==> src/hw/rtl/udpf_pkg.sv <==
// udpf_pkg: constants and types for the udp/ipv4 destination filter
// no dependencies; used by udp_ipv4_destination_filter_unit
`timescale 1ns / 1ps

package udpf_pkg;

	// header field values that a matching frame must carry
	localparam logic [15:0] ETHERTYPE_IPV4 = 16'h0800;
	localparam logic [7:0]  PROTO_UDP      = 8'd17;
	localparam logic [15:0] MIN_FRAME_LEN  = 16'd42;   // 14 + 20 + 8
	localparam logic [3:0]  IHL_MASK       = 4'hf;

	// fixed byte offsets within the frame
	localparam logic [15:0] OFF_ETYPE_HI = 16'd12;
	localparam logic [15:0] OFF_ETYPE_LO = 16'd13;
	localparam logic [15:0] OFF_IHL      = 16'd14;
	localparam logic [15:0] OFF_PROTO    = 16'd23;
	localparam logic [15:0] OFF_DADDR_LO = 16'd30;
	localparam logic [15:0] OFF_DADDR_HI = 16'd33;
	localparam logic [6:0]  PORT_BASE    = 7'd16;     // 14 + 2
	localparam logic [15:0] OFF_SAT      = 16'hffff;

	// register reset values
	localparam logic [31:0] RESET_TARGET_ADDR = 32'he000_0064;  // 224.0.0.100
	localparam logic [15:0] RESET_TARGET_PORT = 16'd40000;

	// register index, taken from paddr[2]
	typedef enum logic [0:0] {
		REG_TARGET_ADDR = 1'b0,
		REG_TARGET_PORT = 1'b1
	} reg_idx_t;

endpackage

==> src/hw/rtl/udp_ipv4_destination_filter_unit.sv <==
// udp_ipv4_destination_filter_unit: per-byte ethernet/ipv4/udp destination filter
// depends on udpf_pkg
`timescale 1ns / 1ps

// Takes one ethernet frame byte per request on the slave stream (s_tdata, s_tlast on the
// final byte) and, on each final byte, delivers one result on the master stream: a match
// flag in m_tuser and, in m_tdata, the frame length (saturating at 65535) and wrapping totals
// of all frames and of matching frames. A frame matches when it is at least 42 bytes long,
// carries ethertype 0x0800, ip protocol 17, the configured ipv4 destination (host order)
// and the configured udp destination port, found just past the variable ipv4 header.
// Timing: one byte per clock while s_tready is high; a byte passes an input register and is
// folded from there into the per-frame capture state, and a final byte loads the output
// register that drives m_tvalid. The output register takes a new result while the previous
// one is being taken; s_tready drops only when a final byte waits and the output register
// holds an untaken result. Configuration is through the apb port, registers at byte addresses
// 0 (target address) and 4 (target port); write them only while the block is idle.
module udp_ipv4_destination_filter_unit #(
	parameter int COUNT_WIDTH = 32
) (
	input  logic        clk,
	input  logic        arst_n,
	// apb configuration port
	input  logic        psel,
	input  logic        penable,
	input  logic        pwrite,
	input  logic [2:0]  paddr,
	input  logic [31:0] pwdata,
	output logic [31:0] prdata,
	output logic        pready,
	// byte stream in
	input  logic        s_tvalid,
	output logic        s_tready,
	input  logic [7:0]  s_tdata,   // [7:0] frame_byte
	input  logic        s_tlast,   // last_byte
	// result stream out
	output logic        m_tvalid,
	input  logic        m_tready,
	output logic [79:0] m_tdata,   // [15:0] frame_length, [47:16] total_frames,
	                               // [79:48] matched_frames
	output logic        m_tuser    // is_match
);

	// low bits of the counters that are reported
	localparam int RW = (COUNT_WIDTH < 32) ? COUNT_WIDTH : 32;

	// configuration registers
	logic [31:0] target_addr_q;
	logic [15:0] target_port_q;

	// input register
	logic        valid_s1;
	logic [7:0]  byte_s1;
	logic        last_s1;

	// per-frame capture state
	logic [15:0] byte_offset_q;
	logic [15:0] ethertype_q;
	logic [3:0]  header_words_q;
	logic [7:0]  protocol_q;
	logic [31:0] daddr_q;
	logic [15:0] dport_q;
	logic        port_captured_q;

	// frame counters
	logic [COUNT_WIDTH-1:0] total_q;
	logic [COUNT_WIDTH-1:0] matched_q;

	// output register
	logic        out_valid_q;
	logic        out_match_q;
	logic [15:0] out_len_q;
	logic [31:0] out_total_q;
	logic [31:0] out_matched_q;

	// next values of the capture state
	logic [15:0] ethertype_d;
	logic [3:0]  header_words_d;
	logic [7:0]  protocol_d;
	logic [31:0] daddr_d;
	logic [15:0] dport_d;
	logic        port_captured_d;
	logic [15:0] len_d;
	logic [6:0]  port_off;
	logic [6:0]  port_off_lo;
	logic        match_d;
	logic [COUNT_WIDTH-1:0] total_d;
	logic [COUNT_WIDTH-1:0] matched_d;

	logic        cfg_wr;
	logic        adv_s1;   // stage one byte folds into state this cycle
	logic        emit;     // a final byte loads the output register

	// ------------------------------------------------------------------
	// configuration port
	// ------------------------------------------------------------------
	assign pready = 1'b1;
	assign cfg_wr = psel && penable && pwrite && pready;

	always_ff @(posedge clk or negedge arst_n) begin
		if (!arst_n) begin
			target_addr_q <= udpf_pkg::RESET_TARGET_ADDR;
			target_port_q <= udpf_pkg::RESET_TARGET_PORT;
		end else if (cfg_wr) begin
			case (udpf_pkg::reg_idx_t'(paddr[2])) 
				udpf_pkg::REG_TARGET_ADDR: target_addr_q <= pwdata;
				udpf_pkg::REG_TARGET_PORT: target_port_q <= pwdata[15:0];
				default: ;
			endcase
		end
	end

	always_comb begin
		case (udpf_pkg::reg_idx_t'(paddr[2]))
			udpf_pkg::REG_TARGET_ADDR: prdata = target_addr_q;
			udpf_pkg::REG_TARGET_PORT: prdata = {16'd0, target_port_q};
			default:                   prdata = 32'd0;
		endcase
	end

	// ------------------------------------------------------------------
	// flow control: only a final byte needs room in the output register
	// ------------------------------------------------------------------
	assign adv_s1   = valid_s1 && (!last_s1 || !out_valid_q || m_tready);
	assign emit     = adv_s1 && last_s1;
	assign s_tready = !valid_s1 || adv_s1;

	always_ff @(posedge clk or negedge arst_n) begin
		if (!arst_n) begin
			valid_s1 <= 1'b0;
		end else if (s_tready) begin
			valid_s1 <= s_tvalid;
		end
	end

	always_ff @(posedge clk) begin
		if (s_tready && s_tvalid) begin
			byte_s1 <= s_tdata;
			last_s1 <= s_tlast;
		end
	end

	// ------------------------------------------------------------------
	// capture logic for the byte in stage one
	// ------------------------------------------------------------------
	// udp port sits at 14 + 4*ihl + 2; ihl is settled long before that offset
	assign port_off    = udpf_pkg::PORT_BASE + {1'b0, header_words_q, 2'b00};
	assign port_off_lo = port_off + 7'd1;

	always_comb begin
		ethertype_d     = ethertype_q;
		header_words_d  = header_words_q;
		protocol_d      = protocol_q;
		daddr_d         = daddr_q;
		dport_d         = dport_q;
		port_captured_d = port_captured_q;

		if (byte_offset_q == udpf_pkg::OFF_ETYPE_HI) begin
			ethertype_d = {byte_s1, ethertype_q[7:0]};
		end else if (byte_offset_q == udpf_pkg::OFF_ETYPE_LO) begin
			ethertype_d = {ethertype_q[15:8], byte_s1};
		end else if (byte_offset_q == udpf_pkg::OFF_IHL) begin
			header_words_d = byte_s1[3:0] & udpf_pkg::IHL_MASK;
		end else if (byte_offset_q == udpf_pkg::OFF_PROTO) begin
			protocol_d = byte_s1;
		end else if (byte_offset_q >= udpf_pkg::OFF_DADDR_LO &&
		             byte_offset_q <= udpf_pkg::OFF_DADDR_HI) begin
			daddr_d = {daddr_q[23:0], byte_s1};
		end

		if (byte_offset_q == {9'd0, port_off}) begin
			dport_d = {byte_s1, dport_q[7:0]};
		end else if (byte_offset_q == {9'd0, port_off_lo}) begin
			dport_d         = {dport_q[15:8], byte_s1};
			port_captured_d = 1'b1;
		end

		// saturating length, this byte included
		len_d = (byte_offset_q != udpf_pkg::OFF_SAT) ? byte_offset_q + 16'd1 : byte_offset_q;

		match_d = (len_d >= udpf_pkg::MIN_FRAME_LEN) &&
		          (ethertype_d == udpf_pkg::ETHERTYPE_IPV4) &&
		          (protocol_d == udpf_pkg::PROTO_UDP) &&
		          (daddr_d == target_addr_q) &&
		          port_captured_d &&
		          (dport_d == target_port_q);

		total_d   = total_q + COUNT_WIDTH'(1);
		matched_d = match_d ? matched_q + COUNT_WIDTH'(1) : matched_q;
	end

	// per-frame state: cleared after the final byte, counters kept
	always_ff @(posedge clk or negedge arst_n) begin
		if (!arst_n) begin
			byte_offset_q   <= '0;
			ethertype_q     <= '0;
			header_words_q  <= '0;
			protocol_q      <= '0;
			daddr_q         <= '0;
			dport_q         <= '0;
			port_captured_q <= 1'b0;
			total_q         <= '0;
			matched_q       <= '0;
		end else if (adv_s1) begin
			if (last_s1) begin
				byte_offset_q   <= '0;
				ethertype_q     <= '0;
				header_words_q  <= '0;
				protocol_q      <= '0;
				daddr_q         <= '0;
				dport_q         <= '0;
				port_captured_q <= 1'b0;
				total_q         <= total_d;
				matched_q       <= matched_d;
			end else begin
				byte_offset_q   <= len_d;
				ethertype_q     <= ethertype_d;
				header_words_q  <= header_words_d;
				protocol_q      <= protocol_d;
				daddr_q         <= daddr_d;
				dport_q         <= dport_d;
				port_captured_q <= port_captured_d;
			end
		end
	end

	// ------------------------------------------------------------------
	// output register
	// ------------------------------------------------------------------
	always_ff @(posedge clk or negedge arst_n) begin
		if (!arst_n) begin
			out_valid_q <= 1'b0;
		end else if (emit) begin
			out_valid_q <= 1'b1;
		end else if (m_tready) begin
			out_valid_q <= 1'b0;
		end
	end

	always_ff @(posedge clk) begin
		if (emit) begin
			out_match_q   <= match_d;
			out_len_q     <= len_d;
			out_total_q   <= 32'(total_d[RW-1:0]);
			out_matched_q <= 32'(matched_d[RW-1:0]);
		end
	end

	assign m_tvalid = out_valid_q;
	assign m_tuser  = out_match_q;
	assign m_tdata  = {out_matched_q, out_total_q, out_len_q};

	// ------------------------------------------------------------------
	// assertions
	// ------------------------------------------------------------------
	// input side stalls only behind a final byte facing a full output register
	a_stall_cause: assert property (@(posedge clk) disable iff (!arst_n)
		!s_tready |-> (valid_s1 && last_s1 && out_valid_q && !m_tready))
		else $error("input stalled without a pending result");

	// a final byte restarts the frame offset
	a_offset_clear: assert property (@(posedge clk) disable iff (!arst_n)
		emit |=> (byte_offset_q == 16'd0))
		else $error("frame offset not cleared after final byte");

	// each result advances the frame total by one
	a_total_step: assert property (@(posedge clk) disable iff (!arst_n)
		emit |=> (total_q == $past(total_q) + COUNT_WIDTH'(1)))
		else $error("frame total did not advance by one");

	// a match never comes from a frame shorter than the minimum
	a_match_len: assert property (@(posedge clk) disable iff (!arst_n)
		(out_valid_q && out_match_q) |-> (out_len_q >= udpf_pkg::MIN_FRAME_LEN))
		else $error("match reported on a short frame");

endmodule
==> config.mk <==
export PLATFORM = sky130hd
export DESIGN_NAME = udp_ipv4_destination_filter_unit
export DESIGN_NICKNAME = d
export VERILOG_FILES = /design/src/hw/rtl/udpf_pkg.sv /design/src/hw/rtl/udp_ipv4_destination_filter_unit.sv
export SDC_FILE = /design/constraint.sdc
export NUM_CORES = 1
export LEC_CHECK = 0
export BUFFER_PORTS_ARGS = -buffer_cell sky130_fd_sc_hd__buf_2
export CORE_AREA = 5 5 248 129
export CTS_CLUSTER_SIZE = 8
export DETAILED_ROUTE_END_ITERATION = 6
export DIE_AREA = 0 0 253 134
export PLACE_DENSITY = 0.81
export SLEW_MARGIN = 20
export SYNTH_ARGS = -nofsm -noshare
export SYNTH_HDL_FRONTEND = slang
export SYNTH_SLANG_ARGS = --single-unit
==> constraint.sdc <==
create_clock -name clk -period 4.68 [get_ports clk]
set_input_delay 0.936 -clock clk [delete_from_list [all_inputs] [get_ports clk]]
set_output_delay 0.936 -clock clk [all_outputs]
set_load 0.02 [all_outputs]
# Word level (Yosys, flattened, before mapping)
# Cells that the tools add are included.
dict set report op_classes {
  add_sub_neg 5
  n_lt_le_gt_ge 3
  eq_ne 13
  muxes 30
  bitwise_logic 1
  reduce_logical 23
}
# op n
set ops {}
lappend ops {{32-bit two-way mux} 7}
lappend ops {{16-bit two-way mux} 6}
lappend ops {{32-bit by 1-bit adder with 32-bit output (second input constant)} 2}
lappend ops {{32-bit case mux with 2 select lines} 1}
lappend ops {{8-bit two-way mux} 7}
lappend ops {{16-bit by 4-bit == test with 1-bit output (second input constant)} 3}
lappend ops {{16-bit by 7-bit == test with 1-bit output} 2}
lappend ops {{32-bit == test} 1}
lappend ops {{16-bit by 1-bit adder with 16-bit output (second input constant)} 1}
lappend ops {{16-bit by 12-bit == test with 1-bit output (second input constant)} 1}
lappend ops {{16-bit == test} 1}
lappend ops {{16-bit by 5-bit == test with 1-bit output (second input constant)} 1}
lappend ops {{16-bit by 5-bit >= comparator with 1-bit output (second input constant)} 1}
lappend ops {{16-bit by 6-bit >= comparator with 1-bit output (second input constant)} 1}
lappend ops {{16-bit by 6-bit <= comparator with 1-bit output (second input constant)} 1}
lappend ops {{4-bit two-way mux} 4}
lappend ops {{16-bit inequality test (second input constant)} 1}
lappend ops {{1-bit logical AND} 11}
lappend ops {{8-bit by 5-bit == test with 1-bit output (second input constant)} 1}
lappend ops {{5-bit by 6-bit adder with 7-bit output (first input constant)} 1}
lappend ops {{7-bit by 1-bit adder with 7-bit output (second input constant)} 1}
lappend ops {{2-bit AND reduction} 3}
lappend ops {{1-bit two-way mux} 5}
lappend ops {{2-bit inequality test (second input constant)} 2}
lappend ops {{other kinds (5)} 10}
dict set report word_totals {
  register_bits 297
  word_cells 94
}

# Logic depth before layout (Yosys ltp)
dict set report logic_depth {
  depth_word 12
  depth_mapped 13
  depth_no_buf 11
}

# Worst setup path after synthesis
# No wires, ideal clock.
dict set report synth_timing {
  path_type {input -> register}
  from {input m_tready}
  to {register total_q[11]}
  setup_ns 0.129
  arrival_time_ns 4.540
  path_slack_ns 0.011
  stages 8
  n_path_buf 2
  path_cell_list {or3_1 -> and2_1 -> nand2_1 -> inv_1 -> clkbuf_1 -> clkbuf_1 -> nand2_1 -> xnor2_1}
}
dict set report synth_via {
  elab_chain_cells 3
}
# element line_no
set synth_rtl {}
lappend synth_rtl {{from (decl)} udp_ipv4_destination_filter_unit.sv:37} ;# input logic m_tready,
lappend synth_rtl {{1-bit logical OR} udp_ipv4_destination_filter_unit.sv:123} ;# assign adv_s1 = valid_s1 && (!last_s1 || !out_valid_q || m_tready);
lappend synth_rtl {{1-bit logical AND} udp_ipv4_destination_filter_unit.sv:123}
lappend synth_rtl {{2-bit AND reduction (no line)} --}
lappend synth_rtl {{to (signal assigned)} udp_ipv4_destination_filter_unit.sv:212} ;# total_q <= total_d;
lappend synth_rtl {{to (decl)} udp_ipv4_destination_filter_unit.sv:65} ;# logic [COUNT_WIDTH-1:0] total_q;
# Every way passes these cells.
# A chain may end at the register's enable or synchronous reset.

# Final worst setup path
dict set report layout_timing {
  from {register byte_offset_q[2]}
  to {register out_matched_q[27], data pin}
}
dict set report layout_via {
  elab_chain_cells 12
  elab_cells_between_ends 38
  cone_classes {add/sub: 1; order compare: 3; eq/ne: 11; mux: 17; reduce/logical: 6}
}
# element line_no
set layout_rtl {}
lappend layout_rtl {{from (decl)} udp_ipv4_destination_filter_unit.sv:56} ;# logic [15:0] byte_offset_q;
lappend layout_rtl {{from (signal assigned)} udp_ipv4_destination_filter_unit.sv:215} ;# byte_offset_q <= len_d;
lappend layout_rtl {{16-bit by 5-bit >= comparator with 1-bit output or 16-bit by 6-bit <= comparator with 1-bit output (tied branches)} {udp_ipv4_destination_filter_unit.sv:165, udp_ipv4_destination_filter_unit.sv:166}}
lappend layout_rtl {{1-bit logical AND} udp_ipv4_destination_filter_unit.sv:165} ;# end else if (byte_offset_q >= udpf_pkg::OFF_DADDR_LO &&
lappend layout_rtl {{32-bit two-way mux} udp_ipv4_destination_filter_unit.sv:165}
lappend layout_rtl {{32-bit two-way mux} udp_ipv4_destination_filter_unit.sv:163} ;# end else if (byte_offset_q == udpf_pkg::OFF_PROTO) begin
lappend layout_rtl {{32-bit two-way mux} udp_ipv4_destination_filter_unit.sv:161} ;# end else if (byte_offset_q == udpf_pkg::OFF_IHL) begin
lappend layout_rtl {{32-bit two-way mux} udp_ipv4_destination_filter_unit.sv:159} ;# end else if (byte_offset_q == udpf_pkg::OFF_ETYPE_LO) begin
lappend layout_rtl {{32-bit two-way mux} udp_ipv4_destination_filter_unit.sv:157} ;# if (byte_offset_q == udpf_pkg::OFF_ETYPE_HI) begin
lappend layout_rtl {{32-bit == test} udp_ipv4_destination_filter_unit.sv:183} ;# (daddr_d == target_addr_q) &&
lappend layout_rtl {{1-bit logical AND} udp_ipv4_destination_filter_unit.sv:182} ;# (protocol_d == udpf_pkg::PROTO_UDP) &&
lappend layout_rtl {{1-bit logical AND} udp_ipv4_destination_filter_unit.sv:183}
lappend layout_rtl {{1-bit logical AND (*)} udp_ipv4_destination_filter_unit.sv:184} ;# port_captured_d &&
lappend layout_rtl {{32-bit two-way mux (*)} udp_ipv4_destination_filter_unit.sv:188} ;# matched_d = match_d ? matched_q + COUNT_WIDTH'(1) : matched_q;
lappend layout_rtl {{named net matched_d[27]} udp_ipv4_destination_filter_unit.sv:87} ;# logic [COUNT_WIDTH-1:0] matched_d;
lappend layout_rtl {{to (signal assigned)} udp_ipv4_destination_filter_unit.sv:244} ;# out_matched_q <= 32'(matched_d[RW-1:0]);
lappend layout_rtl {{to (decl)} udp_ipv4_destination_filter_unit.sv:73} ;# logic [31:0] out_matched_q;
# Mark *: on every way through the listed nets, which the timed path passes. The rest lies on a longest branch.

==> flow_summary.json <==
{
  "synth_nets": 1521,
  "grt_start_max_net_pins": 94,
  "setup_tns_ps": 0,
  "slew_headroom_pct": 29.58,
  "clockBufferDepth": 3,
  "synth_top_area_cell": "dfrtp_1",
  "gr-usage-all-layers_pct": 25.91,
  "grt_pass1_vias": 12230,
  "regToRegSetupSlack_ps": 240,
  "clkLatencyLatePin_ps": 560,
  "area_delta_synth_final_pct": 16.28,
  "fp.dieW_um": 253,
  "fin_cells": 2058,
  "reg2reg_depth": 10,
  "outcome": "finished clean",
  "multi_input_area_mm2": 0.007243,
  "die_area_mm2": 0.03390,
  "cts_setup_buffers": 0,
  "cts_resized": 0,
  "critPathKind": "reg2reg",
  "hold_viol_final": 0,
  "antennaDiodeCount": 0,
  "io_pins": 167,
  "slowest_stage": "dfrtp_1",
  "r2r-start": "byte_offset_q[2]",
  "first_pass_iters": 5,
  "fin_crit_sh_pct": 94.92,
  "cts_tree": "done",
  "fmax_mhz": 225.1,
  "numCtsBuffers": 43,
  "synth_top_area_share_pct": 31.25,
  "core_area_mm2": 0.02973,
  "synth_edf_count": 90,
  "avgViaCountPerCell": 6.100,
  "rsz0062_at_grt": "no",
  "synthFlopType": "dfrtp_1",
  "slowest_delay_ps": 660,
  "p_leak_uw": 0.008033,
  "syn_area_mm2": 0.01570,
  "dp.cells": 1982,
  "cp-start-kind": "flop",
  "postRouteAntennaNets": 0,
  "drt-total-wl_um": 44940,
  "gp_congestion": 0.9954,
  "path_clk_slew_ps": 50,
  "slew_viol_final": 0,
  "crit_fanout": 19,
  "setup_viol": 0,
  "cp.arrival_ps": 4720,
  "syn_inst": 1462,
  "grt_pass1_wl_um": 69900,
  "worstPathCellList": "nor4bb_1, nand4_1, mux2_2, o22a_1, nor4_1, and4b_1, nand4_4, buf_12, nor3_1, xor2_1",
  "vdd_drop_max_mv": 0.2951,
  "antenna_found_initial": 1,
  "hold_class": "in2async",
  "fillers": 2430,
  "maxCapViolCount": 0,
  "min_period_ps": 4442,
  "cts_hold_buf": 0,
  "ys_warn_count": 0,
  "rows": 45,
  "drtIter0Drc": 1338,
  "wl_per_cell_um": 21.83,
  "max_slew.worst_pin.slew_ps": 1053,
  "drc": 0,
  "grt_overflow": 0,
  "place_area_mm2": 0.01701,
  "reg2reg_to": "out_matched_q[27]",
  "ys_seq_elements": 297,
  "fin_skew_ps": 28.63,
  "fin_util_pct": 61.39,
  "dp_hpwl_um": 32170,
  "h-tree-depth": 2,
  "cts-root-buf": "clkbuf_16",
  "die_h_um": 134,
  "drive_gt1_share_pct": 23.93,
  "fin_area_mm2": 0.01825,
  "ys_types": 75,
  "avgSynthCellArea_um2": 10.74,
  "fin_nets": 1687,
  "synthArstFlopShare_pct": 69.70,
  "synthTopCellsByArea": "dfrtp_1 (31%), edfxtp_1 (17%), xor2_1 (6.5%), mux2_2 (5.0%), nand2_1 (3.6%)",
  "start_util_pct": 52.80,
  "cts_sinks": 297,
  "synth_seq_area_share_pct": 50.31,
  "portBuffers": 163,
  "seq_area_mm2": 0.007896,
  "vias": 12550,
  "end_kind": "flop",
  "worstPathRequired_ps": 4950,
  "power_density_mw_per_mm2": 396.2
}
## registers in the layout, summed over array words and instances (netlist names), 32 cells and up
| name | count |
|---|---|
| matched_q | 32 |
| daddr_q | 32 |
| out_matched_q | 32 |
| out_total_q | 32 |
| target_addr_q | 32 |
| total_q | 32 |
## metal layers
metal | wire [um] | track usage (%) | vias up
li1 | - | - | 5644
met1 | 21240 | 40.72 | 6248
met2 | 17680 | 33.68 | 583
met3 | 5052 | 9.417 | 76
met4 | 945 | 6.052 | 2
met5 | 13 | 0 | -
## cells by family after synthesis
kind of cell / after synthesis / share of synthesized area, %
muxes: 81 / 5.715
xor gates and xnor gates: 176 / 9.821
other: 1 / 0.02389
AOI/OAI and AO/OA: 283 / 12.21
and+or+nand+nor: 484 / 17.68
adders and majority gates: 8 / 0.6377
buffers and inverters: 132 / 3.603
DFF: 297 / 50.31
## through the flow
| step | power [uW] | setup slack [ps] | hold WS, ps |
|---|---|---|---|
| 3_5_place_dp | 4335 | 492.2 | 475.2 |
| 3_3_place_gp | 4290 | 628.6 | 472.7 |
| 2_1_floorplan | 3871 | 10.89 | 460.7 |
| 5_1_grt | 7495 | 59.64 | 516.6 |
| 6_report | 7231 | 237.6 | 444.2 |
| 4_1_cts | 7232 | 411.1 | 480.2 |
## cell usage after synthesis (10+ instances only)
cell and instances:
dfrtp_1 196, a22o_1 16, edfxtp_1 90, mux2_2 69
o22ai_1 25, mux2i_1 12, o21ai_0 87, and3_1 15
dfstp_2 11, nor2_1 69, nand3_1 50, inv_1 52
clkbuf_1 52, nor2b_1 16, buf_2 14, nand4_1 21
xnor2_1 60, nand2_1 150, nor3_2 10, xor2_1 116
a21oi_1 16, nor3_1 36, nand2b_1 13, nor4_2 32
a22oi_1 70
## power by group
part	leakage [uW]	total [uW]	internal, uW	switching (uW)
Sequential	0.00370	3210	2910	299
Clock	0.000592	2900	1730	1170
Combinational	0.00374	1130	449	679
Total	0.00803	7230	5080	2150
## worst max-delay path: cells and delay by family, from the launching register on
kind / cells / cell delay, ps
buf+inv: 1 / 330
simple gates: 6 / 2390
xor+xnor: 1 / 120
flops: 1 / 660
mux: 1 / 410
compound gates: 1 / 230
## worst max-delay path by stage
stage	startpoint	endpoint	cells after the start
after floorplan	m_tready	total_q[11]	8
after global placement	byte_offset_q[2]	out_matched_q[30]	10
after detailed placement	byte_offset_q[2]	out_matched_q[1]	9
after CTS	byte_offset_q[2]	out_matched_q[27]	10
after global routing	byte_offset_q[2]	out_matched_q[27]	10
final	byte_offset_q[2]	out_matched_q[27]	10
## cell type report
type	count	area share (%)
Sequential cell	297	43.26
Multi-Input combinational cell	1033	39.69
Clock buffer	72	6.492
Timing Repair Buffer	201	6.423
Tap cell	399	2.735
Inverter	52	1.083
Clock inverter	4	0.3153
## cell usage in the layout (no fill, tap or decap), types with 7 or more instances in the layout
cell and count:
a21oi_1 16, a22o_1 16, a22oi_1 70, a31oi_1 7, and2_1 8, and3_1 15, and4_1 7, buf_2 162
buf_4 33, clkbuf_1 29, clkbuf_16 43, dfrtp_1 196, dfstp_2 11, edfxtp_1 90, ha_1 8, inv_1 51
mux2_2 69, mux2i_1 12, nand2_1 148, nand2b_1 13, nand3_1 50, nand4_1 21, nor2_1 68, nor2b_1 16
nor3_1 36, nor3_2 10, nor4_1 9, nor4_2 32, o21ai_0 87, o22ai_1 25, or2_2 8, or3_1 9
xnor2_1 60, xor2_1 116
(Power assumes the default switching activity.)
